<file path="src/hw/rtl/b64d_pkg.sv">
// ----------------------------------------------------------------------------
// b64d_pkg
// Shared types, constants and the alphabet decode for the Base64 stream
// decoder.
// ----------------------------------------------------------------------------
package b64d_pkg;

    // Character codes with special meaning
    localparam logic [7:0] CHAR_NEWLINE = 8'h0a;
    localparam logic [7:0] CHAR_PAD     = 8'h3d;

    // Job queue depth and pointer widths
    localparam int QUEUE_DEPTH = 4;
    localparam int PTR_W       = $clog2(QUEUE_DEPTH);
    localparam int CNT_W       = $clog2(QUEUE_DEPTH + 1);

    // One job: one to three results for the back end to hand out
    typedef struct packed {
        logic [1:0]      last_idx;   // index of the final result (0..2)
        logic [2:0][7:0] bytes;      // result bytes, index 0 first
        logic            bad_char;   // error result
        logic            at_padding; // results of the '=' flush
    } t_job;

    // Sextet lookup: bit 6 is the hit flag, bits 5:0 the value
    function automatic logic [6:0] sextet_of(input logic [7:0] c);
        logic [6:0] r;
        r = 7'd0;
        if (c >= 8'h41 && c <= 8'h5a) begin
            r = {1'b1, 6'(c - 8'd65)};
        end else if (c >= 8'h61 && c <= 8'h7a) begin
            r = {1'b1, 6'(c - 8'd71)};
        end else if (c >= 8'h30 && c <= 8'h39) begin
            r = {1'b1, 6'(c + 8'd4)};
        end else if (c == 8'h2b) begin
            r = {1'b1, 6'd62};
        end else if (c == 8'h2f) begin
            r = {1'b1, 6'd63};
        end
        return r;
    endfunction

    // Byte assembly from sextets
    function automatic logic [7:0] first_byte(input logic [5:0] s0, input logic [5:0] s1);
        return {s0, s1[5:4]};
    endfunction

    function automatic logic [7:0] second_byte(input logic [5:0] s1, input logic [5:0] s2);
        return {s1[3:0], s2[5:2]};
    endfunction

    function automatic logic [7:0] third_byte(input logic [5:0] s2, input logic [5:0] s3);
        return {s2[1:0], s3};
    endfunction

endpackage

</file>
<file path="src/hw/rtl/b64d_front.sv">
// ----------------------------------------------------------------------------
// b64d_front
// Accepts characters, classifies them, collects sextets into groups and
// pushes finished jobs into the job queue.
// ----------------------------------------------------------------------------
module b64d_front (
    input  logic           i_clk,
    input  logic           i_rst_n,
    input  logic           i_valid,
    input  logic [7:0]     i_char,
    output logic           o_ready,
    input  logic           i_queue_full,
    output logic           o_push,
    output b64d_pkg::t_job o_job
);
    import b64d_pkg::*;

    logic [1:0]      r_fill, n_fill;
    logic [2:0][5:0] r_held, n_held;
    logic            r_halted, n_halted;
    logic [6:0]      w_sx;
    logic            w_take;

    assign o_ready = !i_queue_full;
    assign w_take  = i_valid && !i_queue_full && !r_halted;
    assign w_sx    = sextet_of(i_char);

    // Classification and group tracking
    always_comb begin
        n_fill   = r_fill;
        n_held   = r_held;
        n_halted = r_halted;
        o_push   = 1'b0;
        o_job    = '0;
        if (w_take && i_char != CHAR_NEWLINE) begin
            if (i_char == CHAR_PAD) begin
                n_halted         = 1'b1;
                o_job.at_padding = 1'b1;
                o_job.bytes[0]   = first_byte(r_held[0], r_held[1]);
                o_job.bytes[1]   = second_byte(r_held[1], r_held[2]);
                o_job.last_idx   = (r_fill == 2'd3) ? 2'd1 : 2'd0;
                o_push           = r_fill[1];
            end else if (!w_sx[6]) begin
                // not in the alphabet: single error result
                n_halted       = 1'b1;
                o_job.bad_char = 1'b1;
                o_push         = 1'b1;
            end else if (r_fill != 2'd3) begin
                n_held[r_fill] = w_sx[5:0];
                n_fill         = r_fill + 2'd1;
            end else begin
                // fourth sextet completes the group
                o_job.bytes[0] = first_byte(r_held[0], r_held[1]);
                o_job.bytes[1] = second_byte(r_held[1], r_held[2]);
                o_job.bytes[2] = third_byte(r_held[2], w_sx[5:0]);
                o_job.last_idx = 2'd2;
                o_push         = 1'b1;
                n_fill         = 2'd0;
            end
        end
    end

    // State registers
    always_ff @(posedge i_clk) begin
        if (!i_rst_n) begin
            r_fill   <= 2'd0;
            r_held   <= '0;
            r_halted <= 1'b0;
        end else begin
            r_fill   <= n_fill;
            r_held   <= n_held;
            r_halted <= n_halted;
        end
    end

endmodule

</file>
<file path="src/hw/rtl/b64d_queue.sv">
// ----------------------------------------------------------------------------
// b64d_queue
// Short job queue between the front and the back end.
// ----------------------------------------------------------------------------
module b64d_queue (
    input  logic           i_clk,
    input  logic           i_rst_n,
    input  logic           i_push,
    input  b64d_pkg::t_job i_job,
    output logic           o_full,
    input  logic           i_pop,
    output logic           o_valid,
    output b64d_pkg::t_job o_job
);
    import b64d_pkg::*;

    t_job             r_mem [QUEUE_DEPTH];
    logic [PTR_W-1:0] r_wr_ptr, r_rd_ptr;
    logic [CNT_W-1:0] r_count;
    logic             w_push, w_pop;

    assign o_full  = (r_count == CNT_W'(QUEUE_DEPTH));
    assign o_valid = (r_count != '0);
    assign o_job   = r_mem[r_rd_ptr];
    assign w_push  = i_push && !o_full;
    assign w_pop   = i_pop && o_valid;

    // Storage
    always_ff @(posedge i_clk) begin
        if (w_push) begin
            r_mem[r_wr_ptr] <= i_job;
        end
    end

    // Pointers and fill count
    always_ff @(posedge i_clk) begin
        if (!i_rst_n) begin
            r_wr_ptr <= '0;
            r_rd_ptr <= '0;
            r_count  <= '0;
        end else begin
            if (w_push) begin
                r_wr_ptr <= r_wr_ptr + PTR_W'(1);
            end
            if (w_pop) begin
                r_rd_ptr <= r_rd_ptr + PTR_W'(1);
            end
            if (w_push && !w_pop) begin
                r_count <= r_count + CNT_W'(1);
            end else if (w_pop && !w_push) begin
                r_count <= r_count - CNT_W'(1);
            end
        end
    end

endmodule

</file>
<file path="src/hw/rtl/b64d_back.sv">
// ----------------------------------------------------------------------------
// b64d_back
// Takes jobs from the queue and hands out their results one per cycle
// through an output register while downstream is ready (i_ready).
// ----------------------------------------------------------------------------
module b64d_back (
    input  logic           i_clk,
    input  logic           i_rst_n,
    input  logic           i_job_valid,
    input  b64d_pkg::t_job i_job,
    output logic           o_pop,
    output logic           o_valid,
    input  logic           i_ready,
    output logic [7:0]     o_byte,
    output logic           o_last,
    output logic           o_bad_char,
    output logic           o_at_padding
);
    import b64d_pkg::*;

    logic [1:0] r_idx;
    logic       r_valid;
    logic [7:0] r_byte;
    logic       r_last, r_bad, r_pad;
    logic       w_load, w_fire, w_end;

    assign w_load = !r_valid || i_ready;
    assign w_fire = w_load && i_job_valid;
    assign w_end  = (r_idx == i_job.last_idx);
    assign o_pop  = w_fire && w_end;

    // Result index within the current job
    always_ff @(posedge i_clk) begin
        if (!i_rst_n) begin
            r_idx <= 2'd0;
        end else if (w_fire) begin
            r_idx <= w_end ? 2'd0 : r_idx + 2'd1;
        end
    end

    // Output register
    always_ff @(posedge i_clk) begin
        if (!i_rst_n) begin
            r_valid <= 1'b0;
        end else if (w_load) begin
            r_valid <= i_job_valid;
        end
    end

    always_ff @(posedge i_clk) begin
        if (w_fire) begin
            r_byte <= i_job.bytes[r_idx];
            r_last <= w_end;
            r_bad  <= i_job.bad_char;
            r_pad  <= i_job.at_padding;
        end
    end

    assign o_valid      = r_valid;
    assign o_byte       = r_byte;
    assign o_last       = r_last;
    assign o_bad_char   = r_bad;
    assign o_at_padding = r_pad;

endmodule

</file>
<file path="src/hw/rtl/base64_stream_decoder_core.sv">
// ----------------------------------------------------------------------------
// base64_stream_decoder_core
// Streaming Base64 decoder: one character in, decoded bytes out.
// ----------------------------------------------------------------------------
// Throughput: one character per cycle in unless the job queue is full, one
//   result per cycle out while m_axis_tready is high.
// A job enters the queue at the transfer of the character that completes it;
//   the queue head then loads the output register once that register is free.
// A four-entry job queue lets the input run while results wait downstream.
// Reset (i_rst_n low, synchronous) empties the queue, clears the held group
//   and leaves the halted state.
module base64_stream_decoder_core (
    input  logic       i_clk,
    input  logic       i_rst_n,
    input  logic       s_axis_tvalid,
    output logic       s_axis_tready,
    input  logic [7:0] s_axis_tdata,   // [7:0] in_char
    output logic       m_axis_tvalid,
    input  logic       m_axis_tready,
    output logic [7:0] m_axis_tdata,   // [7:0] out_byte
    output logic       m_axis_tlast,
    output logic [1:0] m_axis_tuser    // [0] bad_char, [1] at_padding
);
    import b64d_pkg::*;

    logic w_full, w_push, w_pop, w_qvalid;
    t_job w_in_job, w_out_job;

    // Character classification and grouping
    b64d_front u_front (
        .i_clk        (i_clk),
        .i_rst_n      (i_rst_n),
        .i_valid      (s_axis_tvalid),
        .i_char       (s_axis_tdata),
        .o_ready      (s_axis_tready),
        .i_queue_full (w_full),
        .o_push       (w_push),
        .o_job        (w_in_job)
    );

    // Job queue
    b64d_queue u_queue (
        .i_clk   (i_clk),
        .i_rst_n (i_rst_n),
        .i_push  (w_push),
        .i_job   (w_in_job),
        .o_full  (w_full),
        .i_pop   (w_pop),
        .o_valid (w_qvalid),
        .o_job   (w_out_job)
    );

    // Result sequencing
    b64d_back u_back (
        .i_clk        (i_clk),
        .i_rst_n      (i_rst_n),
        .i_job_valid  (w_qvalid),
        .i_job        (w_out_job),
        .o_pop        (w_pop),
        .o_valid      (m_axis_tvalid),
        .i_ready      (m_axis_tready),
        .o_byte       (m_axis_tdata),
        .o_last       (m_axis_tlast),
        .o_bad_char   (m_axis_tuser[0]),
        .o_at_padding (m_axis_tuser[1])
    );

endmodule
</file>
<file path="config.mk">
export PLATFORM = sky130hd
export DESIGN_NAME = base64_stream_decoder_core
export DESIGN_NICKNAME = d
export VERILOG_FILES = /design/src/hw/rtl/b64d_pkg.sv /design/src/hw/rtl/b64d_front.sv /design/src/hw/rtl/b64d_queue.sv /design/src/hw/rtl/b64d_back.sv /design/src/hw/rtl/base64_stream_decoder_core.sv
export SDC_FILE = /design/constraint.sdc
export NUM_CORES = 1
export LEC_CHECK = 0
export BUFFER_PORTS_ARGS = -buffer_cell sky130_fd_sc_hd__buf_2
export CAP_MARGIN = 20
export CORE_ASPECT_RATIO = 0.9
export CORE_MARGIN = 5
export CORE_UTILIZATION = 50
export CTS_BUF_LIST = sky130_fd_sc_hd__clkbuf_8
export DETAILED_ROUTE_END_ITERATION = 8
export PLACE_DENSITY = 0.67
export SLEW_MARGIN = 20
export SYNTH_ARGS = -nofsm -noshare
export SYNTH_HDL_FRONTEND = slang
export SYNTH_SLANG_ARGS = --single-unit
export TNS_END_PERCENT = 10
</file>
<file path="constraint.sdc">
create_clock -name i_clk -period 8 [get_ports i_clk]
set_input_delay 1.6 -clock i_clk [delete_from_list [all_inputs] [get_ports i_clk]]
set_output_delay 1.6 -clock i_clk [all_outputs]
set_load 0.03 [all_outputs]
</file>
After elaboration in Yosys (flattened, before gate mapping)
Memories as Yosys holds them, arrays and structs flattened. A register that Yosys moved wholly into a read port is not among the register bits.
Cells that the tools add are included.
{"block": "totals", "ram_bits": 112, "wordCells": 101, "register_bits": 42, "mem_count": 1, "input_bits": 12, "output_inout_bits": 13}
{"name": "u_queue.r_mem", "words": 4, "word_bits": 28, "rd": 1, "rd_clocked_by_memory_dff": 1, "write_ports": 1, "line_no": "b64d_queue.sv:17", "text": "t_job r_mem [QUEUE_DEPTH];"}
{"block": "classes", "bitwise_logic": 1, "reduce_logical": 24, "add_sub_neg": 9, "mux": 34, "n_eq_ne": 9, "n_lt_le_gt_ge": 9}
{"op": "$mux 26", "n": 2}
{"op": "$mux 7", "n": 5}
{"op": "$mux 28", "n": 1}
{"op": "$eq 8x6->1 const B", "n": 3}
{"op": "$bwmux 18", "n": 1}
{"op": "$bmux 8 s2", "n": 1}
{"op": "$ge 8x7->1 const B", "n": 2}
{"op": "$le 8x7->1 const B", "n": 2}
{"op": "$mux 16", "n": 1}
{"op": "$mux 8", "n": 2}
{"op": "$logic_and 1x1->1", "n": 13}
{"op": "$demux 6 s2", "n": 1}
{"op": "$mux 1", "n": 12}
{"op": "$mux 2", "n": 5}
{"op": "$add 2x1->2 const B", "n": 4}
{"op": "$ge 8x6->1 const B", "n": 1}
{"op": "$le 8x6->1 const B", "n": 1}
{"op": "$ne 8x4->1 const B", "n": 1}
{"op": "$add 6x3->6 const B", "n": 1}
{"op": "$lt 2x3->1 const B", "n": 2}
{"op": "$mux 3", "n": 2}
{"op": "$mux 6", "n": 1}
{"op": "$sub 6x1->6 const B", "n": 1}
{"op": "$sub 6x3->6 const B", "n": 1}
{"op": "other kinds (15)", "n": 20}

Depth between registers and ports, before layout
{"block": "depth", "ltp_word": 14, "mapped_depth": 15, "ltp_nobuf": 13}

Cells and area by module
From an unflattened synthesis, not the netlist that was laid out.
{"block": "unflattened", "hier_cells": 459, "area_unflattened_um2": 6937.9}
{"mod": "b64d_queue", "area_per_inst_um2": 4576.9, "seq_area_each_um2": 3543.4, "cells_each": 194, "n_inst": 1}
{"mod": "b64d_front", "area_per_inst_um2": 1620.3, "seq_area_each_um2": 420.4, "cells_each": 204, "n_inst": 1}
{"mod": "b64d_back", "area_per_inst_um2": 740.7, "seq_area_each_um2": 390.4, "cells_each": 61, "n_inst": 1}

Worst setup path before layout
OpenSTA, ideal clock, no wires.
{"block": "synth_path", "path_kind": "input to register", "startpoint": "input s_axis_tdata[2]", "endpoint": "register u_queue.r_count[2]", "path_stages": 13, "required_ns": 7.929, "setup_time_ns": 0.071, "n_path_buf": 0, "setup_slack_ns": 3.441, "arrival_ns": 4.489, "cell_sequence": "inv_1 -> ha_1 -> nor2b_1 -> o21ai_0 -> a21oi_2 -> nand2_1 -> a31oi_1 -> ha_1 -> inv_1 -> fa_1 -> xor2_1 -> or3_1 -> a21oi_1"}
{"block": "synth_between", "elab_chain_cells": 13, "elab_cells_between_ends": 28, "classes_between": "6 x order compare; 4 x eq/ne; 9 x mux; 9 x reduce/logical"}
{"item": "start: declaration", "line_no": "base64_stream_decoder_core.sv:17", "text": "input logic [7:0] s_axis_tdata,"}
{"item": "parallel branches: the longest is 8 deep, another holds $ge 8x6->1"}
{"item": "$mux 1 (*)", "line_no": "b64d_front.sv:35", "text": "if (w_take && i_char != CHAR_NEWLINE) begin"}
{"item": "$logic_and 1x1->1 (*)", "line_no": "b64d_queue.sv:25", "text": "assign w_push = i_push && !o_full;"}
{"item": "named net u_queue.w_push", "line_no": "b64d_queue.sv:20", "text": "logic w_push, w_pop;"}
{"item": "$logic_not 1->1", "line_no": "b64d_queue.sv:50", "text": "end else if (w_pop && !w_push) begin"}
{"item": "$logic_and 1x1->1", "line_no": "b64d_queue.sv:50"}
{"item": "$reduce_bool 2->1 (no source line)"}
{"item": "end signal: assignment", "line_no": "b64d_queue.sv:49", "text": "r_count <= r_count + CNT_W'(1);"}
{"item": "end signal: assignment", "line_no": "b64d_queue.sv:51", "text": "r_count <= r_count - CNT_W'(1);"}
{"item": "end: declaration", "line_no": "b64d_queue.sv:19", "text": "logic [CNT_W-1:0] r_count;"}
Mark *: on every way through the listed nets, which the timed path passes.
A chain may end at the register's enable or synchronous reset.

Worst setup path after layout
{"block": "layout_path", "startpoint": "input s_axis_tdata[0]", "endpoint": "register u_queue.r_count[2]"}
Same word-level chain as after synthesis.

==> reports/metrics.csv <==
stage,metric,value,unit
power,power.net_switching,0.669,mW
worst_setup_path,crit_slowest_cell,a31oi_1,
global_routing,antenna_found_initial,0,
power,clockPowerShare,0.295,
global_routing,grt-ovfl-total,0,
global_routing,grt_pass1_wl,21600,um
global_routing,grt_pass1_vias,4024,
synth,synth_ff_type,edfxtp_1,
worst_setup_path,reg2reg_depth,11,
cells_and_area,drive_above_1_share,0.202,
power,vdd_drop_max,0.244,mV
clocking,insertion_delay,0.44,ns
synth,ys_ff_latch,156,
worst_setup_path,cp-end-kind,flip-flop,
die,design.core.area,13400,um^2
clocking,cts-resized-gates,0,
clocking,clkTransAtPathRegs,0.08,ns
detailed_routing,via_count,3869,
worst_setup_path,crit_chain,"buf_2, inv_1, ha_1, nor4bb_1, or3b_1, a31o_1, nand2_1, a31oi_1, ha_1, inv_1, fa_1, xor2_1, or3_1, a21oi_1",
placed_design,dp_hpwl,8570,um
synth,synth_edf_count,123,
clocking,cts_tree,built,
synth,synth_cell_type_count,56,
power,p_int,1.58,mW
global_routing,grt_max_degree,29,
cells_and_area,area_growth,10.7,%
power,power.leakage,2.61,nW
timing,max_freq,205,MHz
detailed_routing,drtPass1Iterations,5,
clocking,postCtsSetupBuffers,0,
worst_setup_path,rr_endpoint,u_queue.r_count[2],
detailed_routing,vias_per_cell,5.84,
power,combPwrFrac,0.245,
clocking,clock_sinks,156,
worst_setup_path,reg2reg_slack,4.68,ns
global_routing,track_usage,0.176,
detailed_routing,dr.first_iter.drc_count,364,
power,p_seq_frac,0.460,
timing,finalMaxSlewViolations,0,
timing,slew_headroom,0.406,
die,design.die.area,16000,um^2
worst_setup_path,start_kind,input pin,
clocking,cts_buffers,17,
worst_setup_path,worstPathRequired,8.36,ns
worst_setup_path,worstSetupPathDepth,14,
outcome,outcome,"complete, no violations",
synth,synth-async-reset-ratio,0,
cells_and_area,diodes,0,
power,power.share.switching,0.297,
timing,fin_skew,0.0108,ns
worst_setup_path,path_buf_inv,3,
timing,min_period_over_period,0.610,
die,pin_count,25,
synth,synth_common_cells,"123 x edfxtp_1, 33 x dfxtp_1, 31 x nor2_1",
die,die_h,121,um
detailed_routing,wl,13300,um
synth,synth_area,6800,um^2
clocking,h-tree-depth,4,
detailed_routing,wire_per_inst,20.1,um
die,initial_core_util,0.509,
timing,rsz0062_at_grt,no,
die,chipWidth,133,um
timing,worst_pin_slew,0.890,ns
detailed_routing,drc,0,
cells_and_area,fin_cells,663,
synth,yosysSeqAreaShare,0.640,
placed_design,dp_cells,631,
placed_design,routabilityCongestion,0.908,
worst_setup_path,arrival,5.24,ns
synth,ys.warnings.count,0,
timing,setup_viol,0,
synth,synthCells,453,
synth,synth.avg_cell_area,15.0,um^2
timing,setup_tns,0,ns
synth,yosys-top-cells-area,"edfxtp_1 54%, dfxtp_1 9.7%, mux4_2 9.3%",
run,drv_cap,0,
clocking,clockRootBuffer,clkbuf_8,
power,powerDensity,299,nW/um^2
worst_setup_path,endpoint,u_queue.r_count[2],
timing,period_minus_slack,4.88,ns
worst_setup_path,cpPeakStageDelay,0.52,ns
placed_design,numPortBuffers,24,
detailed_routing,ant_nets,0,
synth,synth_top_area_frac,0.543,
worst_setup_path,path_delay_family,simple AND/OR/NAND/NOR gates,
worst_setup_path,crit_path_start,s_axis_tdata[0],
hold_path,hold_path.class,flip-flop to flip-flop,
worst_setup_path,cp_max_fo,7,
synth,yosysMostFrequentCell,edfxtp_1,
cells_and_area,nets,512,
timing,finalHoldViolations,0,
clocking,clock_path_buffers,2,
clocking,hold_buffers,0,
synth,synth_top_area_cell,edfxtp_1,
synth,syn-num-nets,483,
worst_setup_path,critPathKind,input pin to flip-flop,
power,power,2.25,mW
die,rows,40,
[flip-flops by register name (all words and copies together) (netlist names), named ones only]
register / cells
u_back.o_last: 1
u_queue.r_count: 3
u_back.o_byte: 8
u_back.r_idx: 2
u_back.o_at_padding: 1
u_queue.r_mem: 112
u_queue.r_rd_ptr: 2
u_front.r_held: 18
u_front.r_halted: 1
u_back.o_bad_char: 1
u_queue.r_wr_ptr: 2
u_front.r_fill: 2
u_back.o_valid: 1
[cell usage in the layout (no fill, tap or decap), drive strengths merged, types with 3 or more instances in the layout]
cell        n
or3b        3
clkinvlp    3
nor2       31
xor2        6
bufinv      5
clkbuf     17
o21a        3
dfxtp      33
ha         17
a31oi       4
nand2      18
clkinv      3
mux4       28
or3         3
nand4       4
nand3       6
and2       25
a211oi      6
nor2b       3
o22ai       8
inv        30
mux2i      26
o21ai       5
and3        6
nor3        4
buf        31
edfxtp    123
a21oi      14
a2111oi     3
[kinds of logic after synthesis]
| family | after synthesis | synth area share |
|---|---|---|
| AOI/OAI and AO/OA | 59 | 0.0684 |
| xor gates and xnor gates | 7 | 0.00901 |
| adders and majority gates | 18 | 0.0342 |
| buffers and inverters | 47 | 0.0303 |
| DFF | 156 | 0.640 |
| muxes | 54 | 0.131 |
| and+or+nand+nor | 112 | 0.0870 |
[metal layers]
layer / wire length (um) / GRT usage / up-vias
met5: 0 / 0 / -
met4: 102 / 0.0377 / 0
met3: 617 / 0.0478 / 10
met2: 6530 / 0.286 / 121
met1: 6080 / 0.239 / 1956
li1: - / - / 1782
[power groups by stage]
stage / clock network, mW / registers [mW] / logic (mW)
after floorplan: 0 / 1.09 / 0.377
after global placement: 0 / 1.05 / 0.550
after detailed placement: 0 / 1.05 / 0.560
after CTS: 0.677 / 1.04 / 0.563
after global routing: 0.717 / 1.04 / 0.603
final: 0.664 / 1.03 / 0.550
[how the worst min path moves through the flow]
stage | startpoint | slack [ns] | depth (start not counted) | endpoint
final | u_front.r_held[11] | 0.47 | 2 | u_front.r_held[11]
after global routing | u_front.r_held[11] | 0.48 | 2 | u_front.r_held[11]
after CTS | u_front.r_held[13] | 0.47 | 2 | u_front.r_held[13]
after detailed placement | u_front.r_held[11] | 0.45 | 2 | u_front.r_held[11]
after global placement | u_front.r_held[11] | 0.44 | 2 | u_front.r_held[11]
after floorplan | u_front.r_held[11] | 0.43 | 2 | u_front.r_held[11]
[metrics by stage]
stage          cell area (um^2)  hold slack, ns  setup slack [ns]   util
5_1_grt                    7530           0.479              2.93  0.564
4_1_cts                    7530           0.465              3.18  0.564
6_report                   7530           0.465              3.12  0.564
2_1_floorplan              6800           0.430              3.44      -
3_5_place_dp               7080           0.451              2.73  0.530
3_3_place_gp               7080           0.437              2.82  0.530
[worst register-to-register path: stages, from the launching register on]
cell and delay [ns]:
dfxtp_2 0.31, buf_4 0.47, mux4_2 0.62, xor2_1 0.18
nor2_1 0.44, nand2_1 0.18, ha_1 0.26, inv_1 0.07
fa_1 0.17, xor2_1 0.08, or3_1 0.30, a21oi_1 0.14
[layout make-up]
class	count	area, um^2
clock buffers	17	234
clock inverters	15	220
fillers	1081	5830
inverters	26	97.6
multi-input cells	250	2240
flip-flops and latches	156	4360
well taps	168	210
repair buffers	31	173
Note: power is estimated with default switching activity, not from simulation.
